[src/hw/rtl/sha256_pkg.sv]
// Shared types, constants and round functions for the SHA-256 hash block.
package sha256_pkg;

   localparam int unsigned FifoDepth = 4;

   localparam logic [31:0] INITIAL_HASH [8] = '{
      32'h6a09e667, 32'hbb67ae85, 32'h3c6ef372, 32'ha54ff53a,
      32'h510e527f, 32'h9b05688c, 32'h1f83d9ab, 32'h5be0cd19
   };

   localparam logic [31:0] ROUND_K [64] = '{
      32'h428a2f98, 32'h71374491, 32'hb5c0fbcf, 32'he9b5dba5,
      32'h3956c25b, 32'h59f111f1, 32'h923f82a4, 32'hab1c5ed5,
      32'hd807aa98, 32'h12835b01, 32'h243185be, 32'h550c7dc3,
      32'h72be5d74, 32'h80deb1fe, 32'h9bdc06a7, 32'hc19bf174,
      32'he49b69c1, 32'hefbe4786, 32'h0fc19dc6, 32'h240ca1cc,
      32'h2de92c6f, 32'h4a7484aa, 32'h5cb0a9dc, 32'h76f988da,
      32'h983e5152, 32'ha831c66d, 32'hb00327c8, 32'hbf597fc7,
      32'hc6e00bf3, 32'hd5a79147, 32'h06ca6351, 32'h14292967,
      32'h27b70a85, 32'h2e1b2138, 32'h4d2c6dfc, 32'h53380d13,
      32'h650a7354, 32'h766a0abb, 32'h81c2c92e, 32'h92722c85,
      32'ha2bfe8a1, 32'ha81a664b, 32'hc24b8b70, 32'hc76c51a3,
      32'hd192e819, 32'hd6990624, 32'hf40e3585, 32'h106aa070,
      32'h19a4c116, 32'h1e376c08, 32'h2748774c, 32'h34b0bcb5,
      32'h391c0cb3, 32'h4ed8aa4a, 32'h5b9cca4f, 32'h682e6ff3,
      32'h748f82ee, 32'h78a5636f, 32'h84c87814, 32'h8cc70208,
      32'h90befffa, 32'ha4506ceb, 32'hbef9a3f7, 32'hc67178f2
   };

   localparam logic [7:0] PAD_BYTE = 8'h80;

   // Command from front end to back end
   typedef enum logic [1:0] {
      CMD_BYTE  = 2'd0,
      CMD_FINAL = 2'd1,
      CMD_BOTH  = 2'd2
   } cmd_type;

   typedef struct packed {
      cmd_type    cmd;
      logic [7:0] data;
   } item_type;

   typedef enum logic [2:0] {
      ST_IDLE     = 3'd0,
      ST_ROUND    = 3'd1,
      ST_FOLD     = 3'd2,
      ST_PAD      = 3'd3,
      ST_EMIT     = 3'd4
   } state_type;

   // What follows the compression in progress
   typedef enum logic [1:0] {
      FIN_NONE = 2'd0,
      FIN_PAD  = 2'd1,
      FIN_EMIT = 2'd2,
      FIN_LEN  = 2'd3
   } fin_type;

   function automatic logic [31:0] rotr(input logic [31:0] x, input int unsigned n);
      rotr = (x >> n) | (x << (32 - n));
   endfunction

   function automatic logic [31:0] big_s0(input logic [31:0] x);
      big_s0 = rotr(x, 2) ^ rotr(x, 13) ^ rotr(x, 22);
   endfunction

   function automatic logic [31:0] big_s1(input logic [31:0] x);
      big_s1 = rotr(x, 6) ^ rotr(x, 11) ^ rotr(x, 25);
   endfunction

   function automatic logic [31:0] small_s0(input logic [31:0] x);
      small_s0 = rotr(x, 7) ^ rotr(x, 18) ^ (x >> 3);
   endfunction

   function automatic logic [31:0] small_s1(input logic [31:0] x);
      small_s1 = rotr(x, 17) ^ rotr(x, 19) ^ (x >> 10);
   endfunction

endpackage

[src/hw/rtl/sha256_message_hash.sv]
// Top level of the SHA-256 hash block: input queue and compression core.
// A transaction is written into the registered input queue before the core can take it.
// A full block then runs 64 rounds and a fold; each padding block runs pad, 64 rounds, fold.
// After the last fold the 8 digest words go out one a cycle while rsp_pop is held.
// Inside a block one byte is packed a cycle while the queue holds items; none in rounds or fold.
// Reset is synchronous and active high; it empties the queues and restores the IV.
module sha256_message_hash #(
   parameter int unsigned FIFO_DEPTH = sha256_pkg::FifoDepth
) (
   input  logic        clock,
   input  logic        reset,
   input  logic        req_push,
   output logic        req_full,
   input  logic [7:0]  req_data_byte,
   input  logic        req_has_byte,
   input  logic        req_end_of_message,
   output logic        rsp_empty,
   input  logic        rsp_pop,
   output logic [31:0] rsp_digest_word,
   output logic        rsp_last_word
);
   import sha256_pkg::*;

   logic     q_valid, q_take;
   item_type q_item;

   sha256_front #(.DEPTH(FIFO_DEPTH)) u_front (
      .clock, .reset, .req_push, .req_full, .req_data_byte, .req_has_byte,
      .req_end_of_message, .q_valid, .q_item, .q_take
   );

   sha256_core u_core (
      .clock, .reset, .q_valid, .q_item, .q_take, .rsp_empty, .rsp_pop,
      .rsp_digest_word, .rsp_last_word
   );
endmodule

[src/hw/rtl/sha256_front.sv]
// Front end: classifies input transactions and queues them for the core.
module sha256_front #(
   parameter int unsigned DEPTH = sha256_pkg::FifoDepth
) (
   input  logic                 clock,
   input  logic                 reset,
   input  logic                 req_push,
   output logic                 req_full,
   input  logic [7:0]           req_data_byte,
   input  logic                 req_has_byte,
   input  logic                 req_end_of_message,
   output logic                 q_valid,
   output sha256_pkg::item_type q_item,
   input  logic                 q_take
);
   import sha256_pkg::*;

   localparam int unsigned AW = (DEPTH > 1) ? $clog2(DEPTH) : 1;

   item_type         mem_ff [DEPTH];
   logic [AW-1:0]    wr_ptr_ff, wr_ptr_in, rd_ptr_ff, rd_ptr_in;
   logic [AW:0]      count_ff, count_in;
   logic             push_ok, useful, take_ok;
   item_type         new_item;

   assign req_full = (count_ff == (AW+1)'(DEPTH));
   assign push_ok  = req_push && !req_full;
   // items with neither byte nor end mark do nothing and are dropped here
   assign useful   = req_has_byte || req_end_of_message;
   assign take_ok  = q_take && q_valid;
   assign q_valid  = (count_ff != '0);
   assign q_item   = mem_ff[rd_ptr_ff];

   always_comb begin
      new_item.data = req_data_byte;
      if (req_has_byte && req_end_of_message) begin
         new_item.cmd = CMD_BOTH;
      end else if (req_end_of_message) begin
         new_item.cmd = CMD_FINAL;
      end else begin
         new_item.cmd = CMD_BYTE;
      end
   end

   always_comb begin
      wr_ptr_in = wr_ptr_ff;
      rd_ptr_in = rd_ptr_ff;
      count_in  = count_ff;
      if (push_ok && useful) begin
         wr_ptr_in = (wr_ptr_ff == AW'(DEPTH - 1)) ? '0 : wr_ptr_ff + 1'b1;
      end
      if (take_ok) begin
         rd_ptr_in = (rd_ptr_ff == AW'(DEPTH - 1)) ? '0 : rd_ptr_ff + 1'b1;
      end
      count_in = count_ff + (AW+1)'(push_ok && useful) - (AW+1)'(take_ok);
   end

   always_ff @(posedge clock) begin
      if (reset) begin
         wr_ptr_ff <= '0;
         rd_ptr_ff <= '0;
         count_ff  <= '0;
      end else begin
         wr_ptr_ff <= wr_ptr_in;
         rd_ptr_ff <= rd_ptr_in;
         count_ff  <= count_in;
      end
   end

   always_ff @(posedge clock) begin
      if (push_ok && useful) begin
         mem_ff[wr_ptr_ff] <= new_item;
      end
   end

   a_count_bound: assert property (@(posedge clock) disable iff (reset)
      count_ff <= (AW+1)'(DEPTH)) else $error("queue count overflow");
   a_no_take_empty: assert property (@(posedge clock) disable iff (reset)
      (count_ff == '0) |-> !take_ok) else $error("take from empty queue");
   a_count_step: assert property (@(posedge clock) disable iff (reset)
      (push_ok && useful && !take_ok) |=> count_ff == $past(count_ff) + 1'b1)
      else $error("count did not advance");
endmodule

[src/hw/rtl/sha256_core.sv]
// Back end: block packing, padding, 64-round compression and digest output queue.
module sha256_core (
   input  logic                 clock,
   input  logic                 reset,
   input  logic                 q_valid,
   input  sha256_pkg::item_type q_item,
   output logic                 q_take,
   output logic                 rsp_empty,
   input  logic                 rsp_pop,
   output logic [31:0]          rsp_digest_word,
   output logic                 rsp_last_word
);
   import sha256_pkg::*;

   state_type     state_ff, state_in;
   logic [31:0]   h_ff [8];
   logic [31:0]   v_ff [8];
   logic [31:0]   w_ff [16];
   logic [31:0]   pad_words [16];
   logic [5:0]    bcnt_ff, bcnt_in;
   logic [63:0]   len_ff, len_in;
   logic [5:0]    rnd_ff, rnd_in;
   logic [2:0]    oidx_ff, oidx_in;
   // what follows the current compression: nothing, a pad block, a length block, the digest
   fin_type       fin_ff, fin_in;
   logic [31:0]   out_word_ff;
   logic          out_last_ff, out_valid_ff;

   logic [31:0]   wt, t1, t2, wnew;
   logic          load_byte, do_round, do_fold, do_pad, do_emit, out_take;
   logic [3:0]    widx;
   logic [1:0]    bsel;

   assign out_take        = out_valid_ff && rsp_pop;
   assign rsp_empty       = !out_valid_ff;
   assign rsp_digest_word = out_word_ff;
   assign rsp_last_word   = out_last_ff;

   assign wnew = small_s1(w_ff[14]) + w_ff[9] + small_s0(w_ff[1]) + w_ff[0];
   // window is kept as a shift line: w_ff[0] is the current word in rounds 0 to 15, the oldest after
   assign wt = (rnd_ff < 6'd16) ? w_ff[0] : wnew;
   assign t1 = v_ff[7] + big_s1(v_ff[4]) + ((v_ff[4] & v_ff[5]) ^ (~v_ff[4] & v_ff[6]))
             + ROUND_K[rnd_ff] + wt;
   assign t2 = big_s0(v_ff[0]) + ((v_ff[0] & v_ff[1]) ^ (v_ff[0] & v_ff[2])
             ^ (v_ff[1] & v_ff[2]));
   assign widx = bcnt_ff[5:2];
   assign bsel = bcnt_ff[1:0];

   // padded block: marker and zeros after the bytes, or all zeros for a length-only block
   always_comb begin
      for (int i = 0; i < 16; i++) begin
         pad_words[i] = w_ff[i];
         for (int b = 0; b < 4; b++) begin
            if (fin_ff == FIN_LEN || 6'(i * 4 + b) > bcnt_ff) begin
               pad_words[i][31 - 8*b -: 8] = 8'h00;
            end else if (6'(i * 4 + b) == bcnt_ff) begin
               pad_words[i][31 - 8*b -: 8] = PAD_BYTE;
            end
         end
      end
      if (fin_ff == FIN_LEN || bcnt_ff < 6'd56) begin
         pad_words[14] = len_ff[63:32];
         pad_words[15] = len_ff[31:0];
      end
   end

   always_comb begin
      state_in  = state_ff;
      bcnt_in   = bcnt_ff;
      len_in    = len_ff;
      rnd_in    = rnd_ff;
      oidx_in   = oidx_ff;
      fin_in    = fin_ff;
      q_take    = 1'b0;
      load_byte = 1'b0;
      do_round  = 1'b0;
      do_fold   = 1'b0;
      do_pad    = 1'b0;
      do_emit   = 1'b0;
      case (state_ff)
         ST_IDLE: begin
            if (q_valid) begin
               q_take = 1'b1;
               if (q_item.cmd == CMD_FINAL) begin
                  state_in = ST_PAD;
                  fin_in   = FIN_NONE;
               end else begin
                  load_byte = 1'b1;
                  bcnt_in   = bcnt_ff + 1'b1;
                  len_in    = len_ff + 64'd8;
                  if (q_item.cmd == CMD_BOTH) begin
                     fin_in = FIN_PAD;
                  end else begin
                     fin_in = FIN_NONE;
                  end
                  if (bcnt_ff == 6'd63) begin
                     state_in = ST_ROUND;
                     rnd_in   = '0;
                  end else if (q_item.cmd == CMD_BOTH) begin
                     state_in = ST_PAD;
                  end
               end
            end
         end
         ST_PAD: begin
            // marker byte, zeros, and length if it fits
            do_pad   = 1'b1;
            state_in = ST_ROUND;
            rnd_in   = '0;
            if (fin_ff == FIN_LEN || bcnt_ff < 6'd56) begin
               fin_in = FIN_EMIT;
            end else begin
               fin_in = FIN_LEN;
            end
            bcnt_in  = '0;
         end
         ST_ROUND: begin
            do_round = 1'b1;
            rnd_in   = rnd_ff + 1'b1;
            if (rnd_ff == 6'd63) begin
               state_in = ST_FOLD;
            end
         end
         ST_FOLD: begin
            do_fold = 1'b1;
            if (fin_ff == FIN_EMIT) begin
               state_in = ST_EMIT;
               oidx_in  = '0;
            end else if (fin_ff == FIN_PAD || fin_ff == FIN_LEN) begin
               state_in = ST_PAD;
            end else begin
               state_in = ST_IDLE;
            end
         end
         ST_EMIT: begin
            if (!out_valid_ff || out_take) begin
               do_emit = 1'b1;
               oidx_in = oidx_ff + 1'b1;
               if (oidx_ff == 3'd7) begin
                  state_in = ST_IDLE;
                  fin_in   = FIN_NONE;
                  len_in   = '0;
                  bcnt_in  = '0;
               end
            end
         end
         default: state_in = ST_IDLE;
      endcase
   end

   always_ff @(posedge clock) begin
      if (reset) begin
         state_ff     <= ST_IDLE;
         bcnt_ff      <= '0;
         len_ff       <= '0;
         rnd_ff       <= '0;
         oidx_ff      <= '0;
         fin_ff       <= FIN_NONE;
         out_valid_ff <= 1'b0;
      end else begin
         state_ff <= state_in;
         bcnt_ff  <= bcnt_in;
         len_ff   <= len_in;
         rnd_ff   <= rnd_in;
         oidx_ff  <= oidx_in;
         fin_ff   <= fin_in;
         if (do_emit) begin
            out_valid_ff <= 1'b1;
         end else if (out_take) begin
            out_valid_ff <= 1'b0;
         end
      end
   end

   // chain value resets to IV; reloaded when the last digest word enters the output register
   always_ff @(posedge clock) begin
      if (reset) begin
         for (int i = 0; i < 8; i++) h_ff[i] <= INITIAL_HASH[i];
      end else if (do_fold) begin
         for (int i = 0; i < 8; i++) h_ff[i] <= h_ff[i] + v_ff[i];
      end else if (do_emit && oidx_ff == 3'd7) begin
         for (int i = 0; i < 8; i++) h_ff[i] <= INITIAL_HASH[i];
      end
   end

   always_ff @(posedge clock) begin
      if (do_emit) begin
         out_word_ff <= h_ff[oidx_ff];
         out_last_ff <= (oidx_ff == 3'd7);
      end
   end

   always_ff @(posedge clock) begin
      if (load_byte) begin
         case (bsel)
            2'd0: w_ff[widx][31:24] <= q_item.data;
            2'd1: w_ff[widx][23:16] <= q_item.data;
            2'd2: w_ff[widx][15:8]  <= q_item.data;
            default: w_ff[widx][7:0] <= q_item.data;
         endcase
         if (bcnt_ff == 6'd63) begin
            for (int i = 0; i < 8; i++) v_ff[i] <= h_ff[i];
         end
      end else if (do_pad) begin
         for (int i = 0; i < 16; i++) w_ff[i] <= pad_words[i];
         for (int i = 0; i < 8; i++) v_ff[i] <= h_ff[i];
      end else if (do_round) begin
         for (int i = 0; i < 15; i++) w_ff[i] <= w_ff[i+1];
         w_ff[15] <= wt;
         v_ff[7] <= v_ff[6];
         v_ff[6] <= v_ff[5];
         v_ff[5] <= v_ff[4];
         v_ff[4] <= v_ff[3] + t1;
         v_ff[3] <= v_ff[2];
         v_ff[2] <= v_ff[1];
         v_ff[1] <= v_ff[0];
         v_ff[0] <= t1 + t2;
      end
   end

   a_take_idle: assert property (@(posedge clock) disable iff (reset)
      q_take |-> state_ff == ST_IDLE) else $error("take outside idle");
   a_emit_last: assert property (@(posedge clock) disable iff (reset)
      (do_emit && oidx_ff == 3'd7) |=> rsp_last_word && !rsp_empty)
      else $error("last word missing");
   a_round_wrap: assert property (@(posedge clock) disable iff (reset)
      (state_ff == ST_ROUND && rnd_ff == 6'd63) |=> state_ff == ST_FOLD)
      else $error("round counter out of step");
endmodule

[config.mk]
export PLATFORM = sky130hd
export DESIGN_NAME = sha256_message_hash
export DESIGN_NICKNAME = d
export VERILOG_FILES = /design/src/hw/rtl/sha256_pkg.sv /design/src/hw/rtl/sha256_message_hash.sv /design/src/hw/rtl/sha256_front.sv /design/src/hw/rtl/sha256_core.sv
export SDC_FILE = /design/constraint.sdc
export NUM_CORES = 2
export LEC_CHECK = 0
export BUFFER_PORTS_ARGS = -buffer_cell sky130_fd_sc_hd__buf_2
export CELL_PAD_IN_SITES_DETAIL_PLACEMENT = 2
export CELL_PAD_IN_SITES_GLOBAL_PLACEMENT = 2
export CORE_MARGIN = 2
export CORE_UTILIZATION = 43
export DETAILED_ROUTE_END_ITERATION = 6
export GPL_ROUTABILITY_DRIVEN = 1
export PLACE_DENSITY = 0.92
export SETUP_SLACK_MARGIN = 0.3
export SYNTH_ARGS = -nofsm -noshare
export SYNTH_HDL_FRONTEND = slang
export SYNTH_SLANG_ARGS = --single-unit
[constraint.sdc]
create_clock -name clock -period 12.9 [get_ports clock]
set_clock_uncertainty 0.2 [all_clocks]
set_input_delay 0 -clock clock [delete_from_list [all_inputs] [get_ports clock]]
set_output_delay 0 -clock clock [all_outputs]
set_load 0.1 [all_outputs]
# Word level (Yosys, flattened, before mapping)
# Memory sizes are Yosys's and may differ from the RTL's. A register that Yosys moved wholly into a read port is not among the register bits.
# Cells that the tools add are included.
[classes] eq_ne=88 n_addsub=26 reduce_logical=93 mux=268 order_cmp=67 n_bitwise=76
[ops] operator="2-to-1 mux 32 bit" n=52
[ops] operator="2-to-1 mux 8 bit" n=128
[ops] operator="adder 32 bit" n=18
[ops] operator="2-to-1 mux 64 bit" n=5
[ops] operator="XOR 32 bit" n=9
[ops] operator="equality test 6 bit, first input constant" n=32
[ops] operator="> comparator 6 bit, first input constant" n=32
[ops] operator="bitwise AND 32 bit" n=5
[ops] operator="one-hot mux 64 bit (2 select lines)" n=1
[ops] operator="equality test 5 x 6 -> 1 bit, first input constant" n=16
[ops] operator="> comparator 5 x 6 -> 1 bit, first input constant" n=16
[ops] operator="logical OR 1 bit" n=68
[ops] operator="adder 64 x 4 -> 64 bit, second input constant" n=1
[ops] operator="equality test 4 x 6 -> 1 bit, first input constant" n=8
[ops] operator="> comparator 4 x 6 -> 1 bit, first input constant" n=8
[ops] operator="2-to-1 mux 1 bit" n=48
[ops] operator="OR 1 bit" n=48
[ops] operator="2-to-1 mux 6 bit" n=7
[ops] operator="one-hot mux 6 bit (3 select lines)" n=2
[ops] operator="NOT 32 bit" n=1
[ops] operator="OR 10 x 32 -> 32 bit" n=1
[ops] operator="OR 13 x 32 -> 32 bit" n=1
[ops] operator="OR 14 x 32 -> 32 bit" n=1
[ops] operator="OR 15 x 32 -> 32 bit" n=1
[ops] operator="other kinds (50)" n=109
[totals] n_memories=5 romBits=2048 input_bits=14 mem_bits_rw=1064 reg_bits=93 out_inout_bits=35
[mem_list] name="(name not given)" words=64 width=32 read_ports=1 rd_clocked_by_memory_dff=0 wr=0 line_no="sha256_core.sv:43" rtl="+ ROUND_K[rnd_ff] + wt;"
[mem_list] name="u_core.w_ff" words=16 width=32 read_ports=16 rd_clocked_by_memory_dff=0 wr=16 line_no="sha256_core.sv:18" rtl="logic [31:0] w_ff [16];"
[mem_list] name="u_core.h_ff" words=8 width=32 read_ports=9 rd_clocked_by_memory_dff=1 wr=8 line_no="sha256_core.sv:16" rtl="logic [31:0] h_ff [8];"
[mem_list] name="u_core.v_ff" words=8 width=32 read_ports=8 rd_clocked_by_memory_dff=0 wr=8 line_no="sha256_core.sv:17" rtl="logic [31:0] v_ff [8];"
[mem_list] name="u_front.mem_ff" words=4 width=10 read_ports=1 rd_clocked_by_memory_dff=1 wr=1 line_no="sha256_front.sv:20" rtl="item_type mem_ff [DEPTH];"

# Longest topological paths before layout
# An unclocked memory read counts as a cell.
[logic_depth] depth_word=11 ltp_mapped=45 ltp_nobuf=45

# By module
# Synthesis repeated with hierarchy kept, for this count alone.
[hier_totals] cells_unflattened=7792 area_unflattened_um2=77723.3
[modules_own_cells] mod="sha256_core" seq_area_each_um2=32100.8 area_each_um2=75775.2 instances=1 cells_each=7686
[modules_own_cells] mod="sha256_front" seq_area_each_um2=1381.3 area_each_um2=1948.1 instances=1 cells_each=106

# Least setup slack after synthesis
# OpenSTA, ideal clock, no wires.
[synth_timing] path_kind="register to register" startpoint="memory u_core.w_ff[1][8]" endpoint="memory u_core.v_ff[0][31], data pin" t_arrival_ps=9189 path_stages_with_launch=40 setup_slack_ps=3376 required_time_ps=12565 path_buffers=0 path_cell_list="edfxtp_1 -> xnor2_1 -> xnor2_1 -> fa_1 -> inv_1 -> fa_1 -> inv_1 -> ha_1 -> fa_1 -> a211oi_1 -> nor4_1 -> o21ai_0 -> a21boi_0 -> o21ai_0 -> a21boi_0 -> o21ai_0 -> a21oi_1 -> or3_1 -> [4 not listed] -> ha_1 -> and3_1 -> nand2_1 -> or3b_2 -> a31oi_1 -> a21oi_1 -> o21bai_1 -> a21oi_1 -> xnor2_1 -> fa_1 -> ha_1 -> and3_1 -> a2111o_1 -> o21ai_0 -> a31oi_1 -> xnor2_1 -> or3_1 -> nand3_1"
[synth_lines] element="start, declared" line_no="sha256_core.sv:18"
[synth_lines] element="end, declared" line_no="sha256_core.sv:17"

==> reports/results.ini <==
[sta]
period_minus_slack_ps = 14670
finalWorstSetupSlack_ps = -1770
worst_pin_slew_ps = 2320
fin_crit_sh = 1.14
setup_viol = 24
maxSlewHeadroom = -0.565
fin_tns_setup_ps = -21700
slew_violations = 49
hold_viol = 0
max_freq_mhz = 68.2
rsz0062_at_grt = yes

[final_layout]
multi_input_area_mm2 = 0.0410
seqCellArea_mm2 = 0.0335
drive_gt1_frac = 0.0796
final_nets = 8277
n_fill_cell = 18000
layout-area-overhead-vs-synth_pct = 10.2
final_area_mm2 = 0.0853

[worst_setup_path]
worstSetupEndpointType = register
cp-start-kind = register
worstPathMaxFanout = 6
timing.rr.start = u_core.w_ff[14][26]
rrSetupSlack_ps = -1770
critical_path_required_ps = 13480
timing.rr.end = u_core.v_ff[0][31]
path_class = register to register
crit_path_frequent_cell = fa_1
critPathMaxStageDelay_ps = 1480
crit_slowest_cell = nor4_2
cp_data_arrival_time_ps = 15250
reg2reg_depth = 39

[cts]
cts-buffers-inserted = 142
cts.sinks = 1188
clock_latency_ps = 940
clock-root-buffer = clkbuf_16
clockBufferDepth = 3
htreeDepth = 4
cts_tree = done
clk_pin_slew_worst_paths_ps = 70

[detailed_routing]
drc_errors = 7
antenna_left = 0
met2_length_um = 195000
drt-total-wl_um = 456000
vias_per_cell = 7.48
avgRoutedWirePerCell_um = 44.9
vias = 76000
drt-pass1-iter-count = 7
routed-wl-met3_um = 60500
met1_length_um = 141000
top_layer_used = met5
drtIter0Drc = 11800

[synthesis]
ys_ff_latch = 1188
synthFlopType = edfxtp_1
ys_types = 89
synth_edf_count = 969
post_synth.cell_area_avg_um2 = 10.0
synth-xor-area-share = 0.0681
muxShareOfSynthArea = 0.0360
netlist.top_cell.by_area = edfxtp_1
yosys.area.top_type_share = 0.376
seq_area_frac_synth = 0.432
post_synth_inst_count = 7747
synth_fa_ha_area_frac = 0.121
netlist_area_mm2 = 0.0775
syn_nets = 8377
synth-simple-area-share = 0.124
synthTopCellsByArea = edfxtp_1 38%, ha_1 6.8%, a21o_1 5.8%
async_flop_share = 0
ys_warn_count = 0
synth_compound_area_frac = 0.178
synth_top_family_by_area = compound AO/OA/AOI/OAI gates

[grt]
antenna_found_initial = 64
grt_max_degree = 193
grt_pass1_vias = 79100
gr-total-overflow = 0
grt_pass1_wl_um = 620000
gr-usage-all-layers = 0.471

[placed_design]
place.gp.congestion = 0.998
port_buffers = 48
dpl.hpwl_um = 264000
dpl_cell_area_mm2 = 0.0800

[min_path]
worstHoldPathType = primary input to register
hp-start = reset
hold_depth = 3
holdPathEnd = u_front.count_ff[1]

[floorplan]
die-area_mm2 = 0.184
die_height_um = 428
fp-row-count = 155
io_pins = 49
die_w_um = 428
start_util = 0.434
core_mm2 = 0.179

[outcome]
status = finished with violations
violations = design-rule violations, max-capacitance violations, max-slew violations, negative setup slack

[job]
drv_cap = 13

-- layer usage --
metal | up-vias | track usage
li1 | 27500 | -
met2 | 7597 | 0.716
met4 | 42 | 0.462
met1 | 37300 | 0.483
met3 | 3611 | 0.198
met5 | - | 0.00677
-- Yosys cell counts (34+ instances only) --
cell type  number
a211oi_1       58
a21o_1        596
a21oi_1       567
a221o_1        36
a31oi_1        66
and2_1         48
and3_1         54
buf_1          65
clkbuf_1      371
dfxtp_1       219
edfxtp_1      969
fa_1          198
ha_1          418
inv_1         391
mux2_2         57
mux4_2         83
nand2_1      1140
nand2b_1       56
nand3_1       128
nand4_1        35
nor2_1        432
nor2b_1        53
nor3_1        103
o211ai_1       45
o21a_1         56
o21ai_0       410
o21bai_1       48
o31ai_1        34
or3_1          49
xnor2_1       398
xor2_1        204
-- cell type report --
| cell class | instances | area share |
|---|---|---|
| Multi-Input combinational cell | 5722 | 0.481 |
| Clock buffer | 181 | 0.0446 |
| Tap cell | 2355 | 0.0345 |
| Clock inverter | 80 | 0.0110 |
| Sequential cell | 1188 | 0.393 |
| Timing Repair Buffer | 196 | 0.0175 |
| Inverter | 397 | 0.0176 |
| Antenna cell | 43 | 0.00126 |
-- cells by family after synthesis --
group / Yosys count
adders and majority gates: 634
muxes: 168
AOI/OAI and AO/OA: 2124
and+or+nand+nor: 2194
DFF: 1188
xor gates and xnor gates: 602
buffers and inverters: 837
-- cells in the final DEF, fill, tap and decap left out, drive strengths merged, types with 83 or more instances in the layout --
master	instances
nand2	1140
edfxtp	969
a21o	596
a21oi	568
nor2	432
ha	418
o21ai	416
inv	402
xnor2	398
dfxtp	219
xor2	204
fa	198
clkbuf	182
buf	170
nand3	128
nor3	104
mux4	83
-- registers in the layout, summed over array words and instances, names as in the netlist, 3 cells and up, named ones only --
signal and flops:
u_core.len_ff 61, u_core.rsp_digest_word 32, u_front.count_ff 3, u_front.mem_ff 40
u_core.oidx_ff 3, u_core.state_ff 3, u_core.h_ff 256, u_core.v_ff 256
u_core.bcnt_ff 6, u_core.rnd_ff 6, u_core.w_ff 512
-- repair_timing --
item | CTS | global route
gates resized for setup | 0 | 15
buffers inserted | 0 | 1
hold buffers | 25 | 0
hold endpoints to repair | 96 | 0
setup endpoints to repair | 0 | 21
-- worst max-delay path by stage --
stage / startpoint / to / slack (ps) / cells after the start
4_1_cts: u_core.w_ff[14][19] / u_core.v_ff[0][31] / 540 / 38
6_report: u_core.w_ff[14][26] / u_core.v_ff[0][31] / -1770 / 39
5_1_grt: u_core.w_ff[14][19] / u_core.v_ff[0][31] / -1460 / 38
2_1_floorplan: u_core.w_ff[1][8] / u_core.v_ff[0][31] / 3380 / 39
3_3_place_gp: u_core.w_ff[14][20] / u_core.v_ff[0][30] / 1660 / 43
3_5_place_dp: u_core.w_ff[14][20] / u_core.v_ff[0][30] / 1020 / 43
-- critical path: cells and delay by family, from the launching register on --
family	cells	cell delay, ps
compound gates	16	4590
fa+ha+maj	8	4130
simple gates	5	2380
xor+xnor	5	1730
flops	1	580
buf+inv	4	490
mux	1	390
-- through the flow --
stage	hold WS [ps]	cells	setup slack, ps	utilization
2_1_floorplan	-101	7747	3380	-
3_3_place_gp	20.0	9820	1660	0.448
3_5_place_dp	34.1	9820	1020	0.448
4_1_cts	45.1	10100	543	0.476
5_1_grt	127	10100	-1460	0.477
6_report	122	10200	-1770	0.478
Power is left out: the tool's default activity adds up to more than one toggle a clock period on the data nets, which glitch-free logic cannot reach.
